## config.mk

```make
export PLATFORM = sky130hd
export DESIGN_NAME = modulated_reciprocal_freq_counter_top
export DESIGN_NICKNAME = d
export VERILOG_FILES = /design/src/mrfc_pkg.sv /design/src/mrfc_ctrl.sv /design/src/mrfc_dpath.sv /design/src/modulated_reciprocal_freq_counter_top.sv
export SDC_FILE = /design/constraint.sdc
export NUM_CORES = 2
export LEC_CHECK = 0
export ABC_AREA = 1
export BUFFER_PORTS_ARGS = -buffer_cell sky130_fd_sc_hd__clkbuf_2
export CAP_MARGIN = 25
export CORE_MARGIN = 10
export CORE_UTILIZATION = 55
export DETAILED_ROUTE_END_ITERATION = 8
export GPL_ROUTABILITY_DRIVEN = 0
export PLACE_DENSITY = 0.71
export SLEW_MARGIN = 20
export SYNTH_ARGS = -nofsm -noshare
export SYNTH_HDL_FRONTEND = slang
export SYNTH_SLANG_ARGS = --single-unit
```

## constraint.sdc

```tcl
create_clock -name clk -period 5.05 [get_ports clk]
set_input_delay 0.7575 -clock clk [delete_from_list [all_inputs] [get_ports clk]]
set_output_delay 0.7575 -clock clk [all_outputs]
set_load 0.02 [all_outputs]
```

## src/mrfc_pkg.sv

```systemverilog
// ----------------------------------------------------------------------------
// mrfc_pkg
// Shared types and constants for the modulated reciprocal frequency counter.
// ----------------------------------------------------------------------------
package mrfc_pkg;

    // Default values for the top-level parameters
    localparam int DEF_CAPTURE_PRESCALE = 8;
    localparam int DEF_OUTPUT_DIVISION  = 16;
    localparam int DEF_DAC_MIDSCALE     = 2048;

    // Field widths
    localparam int REQ_W    = 2;
    localparam int TIME_W   = 16;
    localparam int DAC_W    = 12;
    localparam int RES_W    = 32;
    localparam int CPR_W    = 16;
    localparam int RP_W     = 8;
    localparam int REF_W    = 26;
    localparam int TLIM_W   = 16;
    localparam int CFG_IDX_W = 3;
    localparam int CFG_DAT_W = 26;

    // Stream packing
    localparam int S_TDATA_W = 16;
    localparam int S_TUSER_W = 2;
    localparam int M_TDATA_W = 80;
    localparam int M_TUSER_W = 3;
    localparam int M_FIELD_W = DAC_W + 2 * RES_W;
    localparam int M_PAD_W   = M_TDATA_W - M_FIELD_W;

    // Request kinds
    localparam logic [REQ_W-1:0] REQ_START   = 2'd0;
    localparam logic [REQ_W-1:0] REQ_CAPTURE = 2'd1;
    localparam logic [REQ_W-1:0] REQ_TICK    = 2'd2;

    // Register indexes
    localparam logic [CFG_IDX_W-1:0] CFG_CYCLES_PER_ROUND = 3'd0;
    localparam logic [CFG_IDX_W-1:0] CFG_ROUND_PAIRS      = 3'd1;
    localparam logic [CFG_IDX_W-1:0] CFG_MODULATION_SPAN  = 3'd2;
    localparam logic [CFG_IDX_W-1:0] CFG_REF_FREQUENCY_HZ = 3'd3;
    localparam logic [CFG_IDX_W-1:0] CFG_TIME_LIMIT_MS    = 3'd4;

    // Controller -> datapath
    typedef struct packed {
        logic process;       // apply the held input item to the state
        logic load_nf;       // load a non-final result into the output register
        logic mul1;          // cycles_per_round * round_pairs
        logic mul2;          // times the fixed scale, arm the serial multiplier
        logic ser_step;      // one shift-add step
        logic div_load_dev;  // arm the divider for the deviation
        logic div_load_frq;  // park deviation quotient, arm for frequency
        logic div_step;      // one restoring-division step
        logic load_final;    // load the final result into the output register
    } mrfc_cmd_t;

    // Datapath -> controller
    typedef struct packed {
        logic in_full;
        logic out_free;
        logic item_emits;
        logic item_final;
        logic ser_last;
        logic div_last;
    } mrfc_status_t;

endpackage

```

## src/mrfc_ctrl.sv

```systemverilog
// ----------------------------------------------------------------------------
// mrfc_ctrl
// Sequencer: item processing and the final multiply / divide schedule.
// ----------------------------------------------------------------------------
module mrfc_ctrl (
    input  logic                  clk,
    input  logic                  rst_n,
    input  mrfc_pkg::mrfc_status_t status,
    output mrfc_pkg::mrfc_cmd_t    cmd
);
    import mrfc_pkg::*;

    typedef enum logic [7:0] {
        ST_IDLE   = 8'b0000_0001,
        ST_MUL1   = 8'b0000_0010,
        ST_MUL2   = 8'b0000_0100,
        ST_MULSER = 8'b0000_1000,
        ST_DIVDEV = 8'b0001_0000,
        ST_LDFRQ  = 8'b0010_0000,
        ST_DIVFRQ = 8'b0100_0000,
        ST_OUT    = 8'b1000_0000
    } state_t;

    state_t state_reg, state_next;

    always_comb
    begin
        cmd        = '0;
        state_next = state_reg;
        case (state_reg)
            ST_IDLE:
            begin
                if (status.in_full && status.out_free)
                begin
                    cmd.process = 1'b1;
                    if (status.item_final)
                        state_next = ST_MUL1;
                    else if (status.item_emits)
                        cmd.load_nf = 1'b1;
                end
            end
            ST_MUL1:
            begin
                cmd.mul1   = 1'b1;
                state_next = ST_MUL2;
            end
            ST_MUL2:
            begin
                cmd.mul2   = 1'b1;
                state_next = ST_MULSER;
            end
            ST_MULSER:
            begin
                cmd.ser_step = 1'b1;
                if (status.ser_last)
                begin
                    cmd.div_load_dev = 1'b1;
                    state_next       = ST_DIVDEV;
                end
            end
            ST_DIVDEV:
            begin
                cmd.div_step = 1'b1;
                if (status.div_last)
                    state_next = ST_LDFRQ;
            end
            ST_LDFRQ:
            begin
                cmd.div_load_frq = 1'b1;
                state_next       = ST_DIVFRQ;
            end
            ST_DIVFRQ:
            begin
                cmd.div_step = 1'b1;
                if (status.div_last)
                    state_next = ST_OUT;
            end
            ST_OUT:
            begin
                if (status.out_free)
                begin
                    cmd.load_final = 1'b1;
                    state_next     = ST_IDLE;
                end
            end
            default:
                state_next = ST_IDLE;
        endcase
    end

    always_ff @(posedge clk or negedge rst_n)
    begin
        if (!rst_n)
            state_reg <= ST_IDLE;
        else
            state_reg <= state_next;
    end

endmodule

```

## src/mrfc_dpath.sv

```systemverilog
// ----------------------------------------------------------------------------
// mrfc_dpath
// Input/output registers, configuration, measurement state, serial
// multiplier and shared restoring divider.
// ----------------------------------------------------------------------------
module mrfc_dpath #(
    parameter int CAPTURE_PRESCALE = mrfc_pkg::DEF_CAPTURE_PRESCALE,
    parameter int OUTPUT_DIVISION  = mrfc_pkg::DEF_OUTPUT_DIVISION,
    parameter int DAC_MIDSCALE     = mrfc_pkg::DEF_DAC_MIDSCALE
) (
    input  logic                               clk,
    input  logic                               rst_n,
    input  logic                               s_tvalid,
    output logic                               s_tready,
    input  logic [mrfc_pkg::S_TDATA_W-1:0]     s_tdata,
    input  logic [mrfc_pkg::S_TUSER_W-1:0]     s_tuser,
    output logic                               m_tvalid,
    input  logic                               m_tready,
    output logic [mrfc_pkg::M_TDATA_W-1:0]     m_tdata,
    output logic [mrfc_pkg::M_TUSER_W-1:0]     m_tuser,
    input  logic                               cfg_valid,
    output logic                               cfg_ready,
    input  logic [mrfc_pkg::CFG_IDX_W-1:0]     cfg_index,
    input  logic [mrfc_pkg::CFG_DAT_W-1:0]     cfg_data,
    input  mrfc_pkg::mrfc_cmd_t                cmd,
    output mrfc_pkg::mrfc_status_t             status
);
    import mrfc_pkg::*;

    // Fixed scale 2 * prescale * division, and the widths that follow from it
    localparam int KMUL = 2 * CAPTURE_PRESCALE * OUTPUT_DIVISION;
    localparam int KW   = $clog2(KMUL + 1);
    localparam int P1W  = CPR_W + RP_W;
    localparam int MW   = P1W + KW;
    localparam int NUMW = MW + REF_W;
    localparam int DEVW = 2 * RES_W - 2;              // |diff| << 30
    localparam int DVW  = (NUMW > DEVW) ? NUMW : DEVW;
    localparam int CNTW = $clog2(DVW);
    localparam logic signed [14:0] MID_S = 15'(DAC_MIDSCALE);

    // ---------------- configuration ----------------
    logic [CPR_W-1:0]  cpr_reg;
    logic [RP_W-1:0]   rp_reg;
    logic [DAC_W-1:0]  span_reg;
    logic [REF_W-1:0]  ref_reg;
    logic [TLIM_W-1:0] tlim_reg;

    assign cfg_ready = 1'b1;

    always_ff @(posedge clk or negedge rst_n)
    begin
        if (!rst_n)
        begin
            cpr_reg  <= 16'd800;
            rp_reg   <= 8'd1;
            span_reg <= '0;
            ref_reg  <= 26'd16000000;
            tlim_reg <= 16'd5000;
        end
        else if (cfg_valid)
        begin
            case (cfg_index)
                CFG_CYCLES_PER_ROUND: cpr_reg  <= cfg_data[CPR_W-1:0];
                CFG_ROUND_PAIRS:      rp_reg   <= cfg_data[RP_W-1:0];
                CFG_MODULATION_SPAN:  span_reg <= cfg_data[DAC_W-1:0];
                CFG_REF_FREQUENCY_HZ: ref_reg  <= cfg_data[REF_W-1:0];
                CFG_TIME_LIMIT_MS:    tlim_reg <= cfg_data[TLIM_W-1:0];
                default: ;
            endcase
        end
    end

    // ---------------- input holding register ----------------
    logic              in_full_reg;
    logic [REQ_W-1:0]  in_req_reg;
    logic [TIME_W-1:0] in_time_reg;

    assign s_tready = !in_full_reg;

    always_ff @(posedge clk or negedge rst_n)
    begin
        if (!rst_n)
            in_full_reg <= 1'b0;
        else if (s_tvalid && s_tready)
            in_full_reg <= 1'b1;
        else if (cmd.process)
            in_full_reg <= 1'b0;
    end

    always_ff @(posedge clk)
    begin
        if (s_tvalid && s_tready)
        begin
            in_req_reg  <= s_tuser;
            in_time_reg <= s_tdata[TIME_W-1:0];
        end
    end

    // ---------------- measurement state ----------------
    logic [16:0]       ic_reg,  ic_next;
    logic [TIME_W-1:0] last_reg, last_next;
    logic [31:0]       rs_reg,  rs_next;
    logic [31:0]       low_reg, low_next;
    logic [31:0]       high_reg, high_next;
    logic [31:0]       grand_reg, grand_next;
    logic              hp_reg,  hp_next;
    logic [8:0]        rd_reg,  rd_next;
    logic [15:0]       el_reg,  el_next;
    logic              run_reg, run_next;
    logic              set_reg, set_next;
    logic              fin_upd_reg, fin_upd_next;
    logic              fin_ok_reg,  fin_ok_next;

    logic              it_emit, it_final;
    logic [16:0]       ic_a;
    logic [31:0]       rs_a;
    logic [8:0]        rd_a;
    logic [15:0]       el_a;
    logic [TIME_W-1:0] diff;

    always_comb
    begin
        ic_next      = ic_reg;
        last_next    = last_reg;
        rs_next      = rs_reg;
        low_next     = low_reg;
        high_next    = high_reg;
        grand_next   = grand_reg;
        hp_next      = hp_reg;
        rd_next      = rd_reg;
        el_next      = el_reg;
        run_next     = run_reg;
        set_next     = set_reg;
        fin_upd_next = fin_upd_reg;
        fin_ok_next  = fin_ok_reg;
        it_emit      = 1'b0;
        it_final     = 1'b0;
        ic_a         = ic_reg;
        rs_a         = rs_reg;
        rd_a         = rd_reg + 9'd1;
        el_a         = (el_reg != 16'hFFFF) ? el_reg + 16'd1 : el_reg;
        diff         = in_time_reg - last_reg;

        case (in_req_reg)
            REQ_START:
            begin
                ic_next    = '0;
                last_next  = '0;
                rs_next    = '0;
                low_next   = '0;
                high_next  = '0;
                grand_next = '0;
                hp_next    = 1'b0;
                rd_next    = '0;
                el_next    = '0;
                run_next   = 1'b1;
                set_next   = 1'b1;
                it_emit    = 1'b1;
                if (rp_reg == '0)
                begin
                    run_next     = 1'b0;
                    it_final     = 1'b1;
                    fin_upd_next = 1'b1;
                    fin_ok_next  = 1'b1;
                end
                else if (tlim_reg == '0)
                begin
                    run_next     = 1'b0;
                    it_final     = 1'b1;
                    fin_upd_next = 1'b1;
                    fin_ok_next  = 1'b0;
                end
            end
            REQ_TICK:
            begin
                if (run_reg)
                begin
                    set_next = 1'b0;
                    el_next  = el_a;
                    if (el_a >= tlim_reg)
                    begin
                        run_next     = 1'b0;
                        it_emit      = 1'b1;
                        it_final     = 1'b1;
                        fin_upd_next = 1'b0;
                        fin_ok_next  = 1'b0;
                    end
                end
            end
            REQ_CAPTURE:
            begin
                if (run_reg && !set_reg)
                begin
                    if (ic_reg == '0)
                    begin
                        last_next = in_time_reg;
                        ic_a      = 17'd1;
                    end
                    else if (ic_reg <= {1'b0, cpr_reg})
                    begin
                        rs_a      = rs_reg + {16'b0, diff};
                        last_next = in_time_reg;
                        ic_a      = ic_reg + 17'd1;
                    end
                    ic_next = ic_a;
                    rs_next = rs_a;
                    if (ic_a > {1'b0, cpr_reg})
                    begin
                        // round complete
                        if (hp_reg)
                            high_next = high_reg + rs_a;
                        else
                            low_next = low_reg + rs_a;
                        grand_next = grand_reg + rs_a;
                        hp_next    = !hp_reg;
                        rd_next    = rd_a;
                        ic_next    = '0;
                        rs_next    = '0;
                        it_emit    = 1'b1;
                        if (rd_a == {rp_reg, 1'b0})
                        begin
                            run_next     = 1'b0;
                            it_final     = 1'b1;
                            fin_upd_next = 1'b1;
                            fin_ok_next  = 1'b1;
                        end
                        else
                            set_next = 1'b1;
                    end
                end
            end
            default: ;
        endcase
    end

    always_ff @(posedge clk or negedge rst_n)
    begin
        if (!rst_n)
        begin
            ic_reg      <= '0;
            last_reg    <= '0;
            rs_reg      <= '0;
            low_reg     <= '0;
            high_reg    <= '0;
            grand_reg   <= '0;
            hp_reg      <= 1'b0;
            rd_reg      <= '0;
            el_reg      <= '0;
            run_reg     <= 1'b0;
            set_reg     <= 1'b0;
            fin_upd_reg <= 1'b0;
            fin_ok_reg  <= 1'b0;
        end
        else if (cmd.process)
        begin
            ic_reg      <= ic_next;
            last_reg    <= last_next;
            rs_reg      <= rs_next;
            low_reg     <= low_next;
            high_reg    <= high_next;
            grand_reg   <= grand_next;
            hp_reg      <= hp_next;
            rd_reg      <= rd_next;
            el_reg      <= el_next;
            run_reg     <= run_next;
            set_reg     <= set_next;
            fin_upd_reg <= fin_upd_next;
            fin_ok_reg  <= fin_ok_next;
        end
    end

    // ---------------- DAC code ----------------
    logic                    dac_hp;
    logic signed [14:0]      dac_base, dac_s;
    logic [DAC_W-1:0]        dac_code;

    always_comb
    begin
        dac_hp   = cmd.process ? hp_next : hp_reg;
        dac_base = MID_S - $signed({4'b0, span_reg[DAC_W-1:1]});
        dac_s    = dac_hp ? dac_base + $signed({3'b0, span_reg}) : dac_base;
        if (dac_s < 15'sd0)
            dac_code = '0;
        else if (dac_s > 15'sd4095)
            dac_code = 12'hFFF;
        else
            dac_code = dac_s[DAC_W-1:0];
    end

    // ---------------- numerator: serial shift-add multiplier ----------------
    logic [P1W-1:0]    p1_reg;
    logic [MW-1:0]     m2;
    logic [NUMW-1:0]   mcand_reg;
    logic [NUMW-1:0]   acc_reg;
    logic [REF_W-1:0]  refsh_reg;
    logic [CNTW-1:0]   cnt_reg;

    assign m2 = MW'(p1_reg) * MW'(KMUL);

    // ---------------- shared restoring divider ----------------
    logic [31:0]       dd, den_sum, mag;
    logic              neg;
    logic [DVW-1:0]    dq_reg, devq_reg;
    logic [31:0]       rem_reg, den_reg;
    logic [32:0]       trial;
    logic              ge;

    always_comb
    begin
        dd      = low_reg - high_reg;
        den_sum = low_reg + high_reg;
        neg     = dd[31];
        mag     = neg ? 32'd0 - dd : dd;
        trial   = {rem_reg, dq_reg[DVW-1]};
        ge      = trial >= {1'b0, den_reg};
    end

    always_ff @(posedge clk or negedge rst_n)
    begin
        if (!rst_n)
            cnt_reg <= '0;
        else if (cmd.mul2 || cmd.div_load_dev || cmd.div_load_frq)
            cnt_reg <= '0;
        else if (cmd.ser_step || cmd.div_step)
            cnt_reg <= cnt_reg + 1'b1;
    end

    always_ff @(posedge clk)
    begin
        if (cmd.mul1)
            p1_reg <= P1W'(cpr_reg) * P1W'(rp_reg);
        if (cmd.mul2)
        begin
            mcand_reg <= NUMW'(m2);
            refsh_reg <= ref_reg;
            acc_reg   <= '0;
        end
        else if (cmd.ser_step)
        begin
            if (refsh_reg[0])
                acc_reg <= acc_reg + mcand_reg;
            mcand_reg <= mcand_reg << 1;
            refsh_reg <= refsh_reg >> 1;
        end

        if (cmd.div_load_dev)
        begin
            dq_reg  <= DVW'({mag, 30'b0});
            den_reg <= den_sum;
            rem_reg <= '0;
        end
        else if (cmd.div_load_frq)
        begin
            devq_reg <= dq_reg;
            dq_reg   <= DVW'(acc_reg);
            den_reg  <= grand_reg;
            rem_reg  <= '0;
        end
        else if (cmd.div_step)
        begin
            rem_reg <= ge ? 32'(trial - {1'b0, den_reg}) : trial[31:0];
            dq_reg  <= {dq_reg[DVW-2:0], ge};
        end
    end

    // ---------------- final result shaping ----------------
    logic [RES_W-1:0] dev_res, frq_res;

    always_comb
    begin
        if (den_sum == '0)
            dev_res = '0;
        else if (neg)
            dev_res = (devq_reg > DVW'(32'h8000_0000)) ? 32'h8000_0000
                                                      : 32'd0 - devq_reg[31:0];
        else
            dev_res = (devq_reg > DVW'(32'h7FFF_FFFF)) ? 32'h7FFF_FFFF
                                                      : devq_reg[31:0];

        if (grand_reg == '0)
            frq_res = '0;
        else if (|dq_reg[DVW-1:RES_W])
            frq_res = 32'hFFFF_FFFF;
        else
            frq_res = dq_reg[RES_W-1:0];
    end

    // ---------------- output register ----------------
    logic                  m_tvalid_reg;
    logic [M_TDATA_W-1:0]  m_tdata_reg;
    logic [M_TUSER_W-1:0]  m_tuser_reg;

    always_ff @(posedge clk or negedge rst_n)
    begin
        if (!rst_n)
            m_tvalid_reg <= 1'b0;
        else if (cmd.load_nf || cmd.load_final)
            m_tvalid_reg <= 1'b1;
        else if (m_tready)
            m_tvalid_reg <= 1'b0;
    end

    always_ff @(posedge clk)
    begin
        if (cmd.load_nf)
        begin
            m_tdata_reg <= {{M_PAD_W{1'b0}}, {RES_W{1'b0}}, {RES_W{1'b0}}, dac_code};
            m_tuser_reg <= 3'b001;
        end
        else if (cmd.load_final)
        begin
            m_tdata_reg <= {{M_PAD_W{1'b0}}, frq_res, dev_res, dac_code};
            m_tuser_reg <= {fin_ok_reg, 1'b1, fin_upd_reg};
        end
    end

    assign m_tvalid = m_tvalid_reg;
    assign m_tdata  = m_tdata_reg;
    assign m_tuser  = m_tuser_reg;

    // ---------------- status ----------------
    always_comb
    begin
        status.in_full    = in_full_reg;
        status.out_free   = !m_tvalid_reg || m_tready;
        status.item_emits = it_emit;
        status.item_final = it_final;
        status.ser_last   = (cnt_reg == CNTW'(REF_W - 1));
        status.div_last   = (cnt_reg == CNTW'(DVW - 1));
    end

endmodule

```

## src/modulated_reciprocal_freq_counter_top.sv

```systemverilog
// ----------------------------------------------------------------------------
// modulated_reciprocal_freq_counter_top
// Reciprocal frequency counter with low/high DAC modulation rounds.
// ----------------------------------------------------------------------------
//
//  channel | direction | signals                         | content
//  --------+-----------+---------------------------------+--------------------------
//  s_*     | in        | s_tvalid/s_tready/s_tdata/s_tuser | request kind + timestamp
//  m_*     | out       | m_tvalid/m_tready/m_tdata/m_tuser | DAC code, flags, results
//  cfg_*   | in        | cfg_valid/cfg_ready/cfg_index/cfg_data | register writes
//
//  A start, capture or tick transaction is applied from the input register
//  once the result side is free; no new item is taken while one is held.
//  A measurement end runs the product cycles_per_round * round_pairs, its
//  product with the fixed scale, a 26-step shift-add multiplier, two passes
//  of the 62-step restoring divider around a reload, and the output load.
//  rst_n clears all control state asynchronously and loads register defaults.
//  A stalled m_* side holds its result; one more item is taken meanwhile and
//  parked in the input register. cfg_ready is always high.
//
module modulated_reciprocal_freq_counter_top #(
    parameter int CAPTURE_PRESCALE = mrfc_pkg::DEF_CAPTURE_PRESCALE,
    parameter int OUTPUT_DIVISION  = mrfc_pkg::DEF_OUTPUT_DIVISION,
    parameter int DAC_MIDSCALE     = mrfc_pkg::DEF_DAC_MIDSCALE
) (
    input  logic                           clk,
    input  logic                           rst_n,
    input  logic                           s_tvalid,
    output logic                           s_tready,
    input  logic [mrfc_pkg::S_TDATA_W-1:0] s_tdata,   // [15:0] capture_time
    input  logic [mrfc_pkg::S_TUSER_W-1:0] s_tuser,   // [1:0] req_type
    output logic                           m_tvalid,
    input  logic                           m_tready,
    output logic [mrfc_pkg::M_TDATA_W-1:0] m_tdata,   // [11:0] dac_value,
                                                      // [43:12] deviation,
                                                      // [75:44] frequency_hz,
                                                      // [79:76] zero
    output logic [mrfc_pkg::M_TUSER_W-1:0] m_tuser,   // [0] dac_update,
                                                      // [1] done_res, [2] success
    input  logic                           cfg_valid,
    output logic                           cfg_ready,
    input  logic [mrfc_pkg::CFG_IDX_W-1:0] cfg_index,
    input  logic [mrfc_pkg::CFG_DAT_W-1:0] cfg_data
);
    import mrfc_pkg::*;

    mrfc_cmd_t    cmd;
    mrfc_status_t status;

    // Sequencer: decides when the held item is applied and steps the
    // multiply/divide schedule at the end of a measurement.
    mrfc_ctrl u_ctrl (
        .clk    (clk),
        .rst_n  (rst_n),
        .status (status),
        .cmd    (cmd)
    );

    // Datapath: all state, arithmetic and the stream registers.
    mrfc_dpath #(
        .CAPTURE_PRESCALE (CAPTURE_PRESCALE),
        .OUTPUT_DIVISION  (OUTPUT_DIVISION),
        .DAC_MIDSCALE     (DAC_MIDSCALE)
    ) u_dpath (
        .clk       (clk),
        .rst_n     (rst_n),
        .s_tvalid  (s_tvalid),
        .s_tready  (s_tready),
        .s_tdata   (s_tdata),
        .s_tuser   (s_tuser),
        .m_tvalid  (m_tvalid),
        .m_tready  (m_tready),
        .m_tdata   (m_tdata),
        .m_tuser   (m_tuser),
        .cfg_valid (cfg_valid),
        .cfg_ready (cfg_ready),
        .cfg_index (cfg_index),
        .cfg_data  (cfg_data),
        .cmd       (cmd),
        .status    (status)
    );

endmodule

```

Word level (Yosys, flattened, before mapping)
Cells that the tools add are included.
W data, S select, Z words.
Word-level totals
  input bits: 52
  word-level logic and storage cells: 269
  output and inout bits: 86
  bits in registers: 730
Cells by class
  multiplexer cells: 121
  order comparisons: 8
  bitwise gates (word level): 1
  add/subtract/negate cells: 17
  $mul: 1
  reduce and logical (&&, ||, !) cells: 50
  equal/unequal tests: 34
Operators by type and width (number)
  $mux W32: 26
  $pmux W32 S2: 4
  $mux W62: 3
  $add A32 B32 Y32: 4
  $mux W17: 6
  $mux W16: 5
  $logic_not A32 Y1: 2
  $pmux W16 S2: 2
  $pmux W8 S8: 1
  $sub A1 B32 Y32 const A: 2
  $sub A32 B32 Y32: 2
  $gt A62 B31 Y1 const B: 1
  $gt A62 B32 Y1 const B: 1
  $add A59 B59 Y59: 1
  $mux W26: 2
  $mux W12: 4
  $mux W8: 6
  $mux W1: 45
  $pmux W17 S2: 1
  $ge A33 B32 Y1: 1
  $add A32 B16 Y32: 1
  $reduce_or A30 Y1: 1
  $mul A16 B8 Y24: 1
  $mux W9: 2
  56 further kinds: 108

Longest topological paths before layout
  word-level depth: 20
  gate-level depth with buffers: 38
  mapped depth without buffers: 36

Modules after synthesis
Synthesis repeated with hierarchy kept, for this count alone.
Unflattened totals
  cell total of the unflattened synthesis: 7526
  area total of the unflattened synthesis: 54148.2 µm²
Modules (own cells, without submodules)
  mrfc_dpath: cells an instance 7437, area each 53516.3 µm², seq. area each 18002.3 µm², times used 1
  mrfc_ctrl: cells an instance 89, area each 631.9 µm², seq. area each 201.4 µm², times used 1

Worst setup path before layout
Ideal clock, no wire load.
  kind: register to register
  from: reg u_dpath.in_time_reg[2]
  to: reg u_dpath.high_reg[31]
  path buffers: 0
  cell stages (with the launch flop): 32
  data arrival time: 5053 ps
  data required time: 4932 ps
  library setup time: 118 ps
  period minus slack after synthesis: 5171 ps
  path slack: -121 ps
  cell sequence: edfxtp_1 -> ha_1 -> a21o_1 -> a31oi_1 -> o21bai_1 -> a31oi_1 -> o21ai_0 -> a21boi_0 -> o21ai_0 -> xor2_1 -> ha_1 -> nand2_1 -> nor4_1 -> nand4_1 -> nand3_1 -> nand2_1 -> nor2_1 -> xor2_1 -> inv_1 -> ha_1 -> nand2_1 -> nor2_1 -> inv_1 -> nor2_1 -> inv_1 -> o211ai_1 -> nand2_1 -> nand2_1 -> a21oi_1 -> nand3b_1 -> nand3b_1 -> nand2_1
Between the ends
  word-level cells in the longest chain between the ends: 11
RTL lines
  from (decl): line mrfc_dpath.sv:76  | logic [TIME_W-1:0] in_time_reg;
  from (signal assigned): line mrfc_dpath.sv:95  | in_time_reg <= s_tdata[TIME_W-1:0];
  $sub A16 B16 Y16: line mrfc_dpath.sv:142  | diff = in_time_reg - last_reg;
  $add A32 B16 Y32: line mrfc_dpath.sv:201  | rs_a = rs_reg + {16'b0, diff};
  $mux W32: line mrfc_dpath.sv:199  | else if (ic_reg <= {1'b0, cpr_reg})
  $mux W32: line mrfc_dpath.sv:194  | if (ic_reg == '0)
  $mux W32: line mrfc_dpath.sv:192  | if (run_reg && !set_reg)
  $mux W32: line mrfc_dpath.sv:144  | case (in_req_reg)
  $add A32 B32 Y32: line mrfc_dpath.sv:211  | high_next = high_reg + rs_a;
  $mux W32: line mrfc_dpath.sv:210  | if (hp_reg)
  $mux W32: line mrfc_dpath.sv:207  | if (ic_a > {1'b0, cpr_reg})
  $mux W32: line mrfc_dpath.sv:192
  $pmux W32 S2: line mrfc_dpath.sv:144
  to (signal assigned): line mrfc_dpath.sv:260  | high_reg <= high_next;
  to (decl): line mrfc_dpath.sv:104  | logic [31:0] high_reg, high_next;
Every way passes these cells. The select of a mux whose other input is x is not followed.
A chain may end at the register's enable or synchronous reset.

Final worst setup path
  from: reg u_dpath.in_time_reg[0]
  to: reg u_dpath.low_reg[29]
Between the ends
  word-level cells in the longest chain between the ends: 11
RTL lines
  $sub A16 B16 Y16: line mrfc_dpath.sv:142
  $add A32 B16 Y32: line mrfc_dpath.sv:201
  $mux W32: line mrfc_dpath.sv:199
  $mux W32: line mrfc_dpath.sv:194
  $mux W32: line mrfc_dpath.sv:192
  $mux W32: line mrfc_dpath.sv:144
  $add A32 B32 Y32: line mrfc_dpath.sv:213  | low_next = low_reg + rs_a;
  $mux W32: line mrfc_dpath.sv:210
  $mux W32: line mrfc_dpath.sv:207
  $mux W32: line mrfc_dpath.sv:192
  $pmux W32 S2: line mrfc_dpath.sv:144
  to (signal assigned): line mrfc_dpath.sv:259  | low_reg <= low_next;
  to (decl): line mrfc_dpath.sv:103  | logic [31:0] low_reg, low_next;
Every way passes these cells. The select of a mux whose other input is x is not followed.

==> results.md <==
* Root Buffer: clkbuf_16
* Starting DRC count in detailed routing at 5,398
* Failing checks: negative setup slack
* CP required at 5.59 ns
* Setup WS post-layout at -0.292 ns
* Sw Ratio at 0.499
* Post-Syn Area at 53,900 um2
* FF+latch count, synth at 722
* Slew Limit Headroom at 0.282
* Clk pwr share at 0.128
* CTS clk-pin slew, worst paths at 0.06 ns
* CTS H-tree lvls at 3
* Ys async rst share at 0.395
* Area Overhead vs Synth at 18.0%
* TritonRoute pass-1 iters at 8
* Largest net degree at the start of global routing at 111
* Synth unique cells at 64
* R2R cell count at 37
* VDD IR max at 849 uV
* CP max-delay cell: edfxtp_1
* Fraction of layout cells with a size suffix above 1 at 0.148
* Sequential element share of the synthesized area at 0.338
* DRT antenna net count at 0
* Clock buffer depth at 3
* Initial antenna violation count at 2
* Met2 routed WL at 75.3 mm
* Area leader, netlist: nand2_1
* Vias in the first global route at 49,800
* IO Count at 138
* Crit path max fanout at 4
* DR WL/cell at 17.8 um
* Most used DFF post-synth: dfrtp_1
* Outcome: finished with violations
* Die X at 333 um
* Total global routing overflow at 0
* Synth Area per Inst at 7.18 um2
* Total Wirelength at 166 mm
* Final nets at 8,497
* Sequential Power Share at 0.169
* F_max at 187 MHz
* Minimum clock period at 5.34 ns
* Post-synth top area share at 0.132
* Starting Density at 0.555
* Die height at 333 um
* M1 wire length at 69.0 mm
* Total power at 47.8 mW
* Crit path kind: register to register
* Layout Skew at 0.0368 ns
* CP Capture Type: register
* Hold Path Class: primary input to asynchronous set/reset pin
* CTS sink cnt at 722
* Clk_lat worst skew at 0.69 ns
* Worst hold slack at 0.0326 ns
* Post-Syn Instances at 7,502
* Max layer used: met4
* DR vias/cell at 5.66
* Ys Warns at 0
* Worst setup SP type: register
* Fillcell total at 8,278
* Total vias in the final route at 52,700
* Number of remaining DRC errors at 0
* Max reg flops at 76
* WL met3 at 13.5 mm
* Inserted Clock Buffers at 83
* Final Setup Violations at 27
* Unrepaired setup endpoints after global routing: yes
* Final Max Slew Viols at 0
* Switching power at 23.9 mW
* Post-synth EDFFs at 230
* Internal at 23.9 mW
* Crit share post-route at 1.06
* Logic pwr share at 0.702
* Worst-Margin Slew at 1.08 ns
* First-pass GRT wire length at 258 mm
* Synth area leaders: nand2_1 13%, edfxtp_1 13%, dfrtp_1 12%, ha_1 8.9%, dfxtp_1 7.7%
* # hold bufs at CTS at 0
* Cell mode on critical path: nand2_1
* Port buffer count at 132
* Power per cell area at 752 nW/um2
* CP peak stage delay at 0.37 ns
* Cell Rows at 114
* Final Hold Viols at 0
* CTS tree: done
* Worst EP arrival at 5.89 ns
* Static Leak at 32.1 nW
* Post-DP HPWL at 123 mm
* Number of max-cap violations at 0
* Die ar. at 111,000 um2
* Total GRT Usage at 0.283
* Core area at 97,000 um2
## worst max-delay path, delay by kind of cell (launching register included)
kind | cells | cell delay [ns]
AO/OA/AOI/OAI | 7 | 1.02
AND/OR/NAND/NOR | 16 | 1.53
flip-flops | 1 | 0.37
adder cells (fa/ha/maj) | 4 | 1.11
buffers and inverters | 7 | 0.73
XOR/XNOR | 3 | 0.42
## cell type report
cell class | count | area, um2 | share of cell area
multi-input combinational | 5442 | 32300 | 0.509
sequential | 722 | 18200 | 0.287
timing repair buffer | 612 | 4450 | 0.0701
inverter | 1106 | 4170 | 0.0656
clock buffer | 118 | 2370 | 0.0373
tap | 1276 | 1600 | 0.0251
clock inverter | 37 | 392 | 0.00616
timing repair inverter | 1 | 7.51 | 0.000118
antenna | 1 | 2.50 | 0.0000394
## per-layer routing
| layer | vias up | track usage |
|---|---|---|
| met4 | 0 | 0.117 |
| li1 | 25500 | - |
| met5 | - | 0 |
| met3 | 480 | 0.0441 |
| met2 | 2223 | 0.462 |
| met1 | 24500 | 0.372 |
## final timing paths
kind / startpoint / end / slack, ns
worst max register to register: u_dpath.in_time_reg[0] / u_dpath.low_reg[29] / -0.29
max in group asynchronous: rst_n / u_dpath.rp_reg[3] / 3.90
min in group clk: s_tdata[4] / u_dpath.in_time_reg[4] / 0.27
worst max-delay path: u_dpath.in_time_reg[0] / u_dpath.low_reg[29] / -0.29
worst min register to register: u_dpath.dq_reg[5] / u_dpath.devq_reg[5] / 0.45
worst min-delay path: rst_n / u_dpath.last_reg[3] / 0.03
## placed cells by master (no fill, tap or decap), types with 62 or more instances in the layout
master and instances:
nor3_1 99, xnor2_1 79, nand4_1 88, o21ai_0 550
ha_1 331, o21ai_1 62, nand2_2 64, nor2_1 619
fa_1 92, inv_1 1045, edfxtp_1 230, xor2_1 153
dfrtp_1 256, dfxtp_1 207, clkbuf_2 131, clkbuf_16 84
a21oi_1 354, buf_4 450, nand3_1 433, nand2_1 1836
## power groups by stage
stage                     clock, mW  combinational (mW)  sequential, mW
after floorplan                   0                18.5            7.60
after global placement            0                28.5            8.05
after detailed placement          0                29.1            8.08
after CTS                      6.25                30.5            8.01
after global routing           6.46                36.7            8.15
final                          6.14                33.6            8.10
## cell families (layout without fill, tap and decap cells)
logic type | after synthesis | in the layout | share of synthesized area
AOI/OAI and AO/OA | 1376 | 1376 | 0.142
xor gates and xnor gates | 246 | 246 | 0.0400
adders and majority gates | 477 | 477 | 0.124
buffers and inverters | 1341 | 1874 | 0.0965
DFF | 722 | 722 | 0.338
muxes | 10 | 10 | 0.00207
other | 2 | 6 | 0.000139
and+or+nand+nor | 3328 | 3328 | 0.258
## synthesized netlist by cell type, types with 22 or more instances
master       n
nand2_1   1896
inv_1     1079
nor2_1     651
o21ai_0    604
nand3_1    451
a21oi_1    416
ha_1       384
dfrtp_1    268
edfxtp_1   230
dfxtp_1    207
xor2_1     163
clkbuf_1   148
nor3_1     106
fa_1        93
nand4_1     88
xnor2_1     83
o22ai_1     56
buf_2       53
nor4_1      50
a21o_1      45
a31oi_1     39
o21ai_1     34
a22oi_1     29
o211ai_1    29
a221oi_1    26
o21bai_1    26
nand3b_1    25
o21a_1      22
## what timing repair did
item	CTS	global route
setup endpoints to repair	50	201
buffers inserted	29	38
gates resized for setup	208	265
gates cloned	0	1
pin swaps	79	97
## stage by stage
| stage | instances | TNS [ns] | setup slack [ns] | area [um2] | util |
|---|---|---|---|---|---|
| final | 9315 | -2.97 | -0.292 | 63500 | 0.655 |
| after global routing | 9314 | -16.95 | -0.594 | 63500 | 0.655 |
| after CTS | 9272 | -0.870 | -0.114 | 62200 | 0.641 |
| after detailed placement | 9091 | -13.57 | -0.563 | 58300 | 0.601 |
| after global placement | 9091 | -7.89 | -0.387 | 58300 | 0.601 |
| after floorplan | 7505 | 0 | 0.00464 | 53900 | - |
Power figures use the tool's default switching activity.
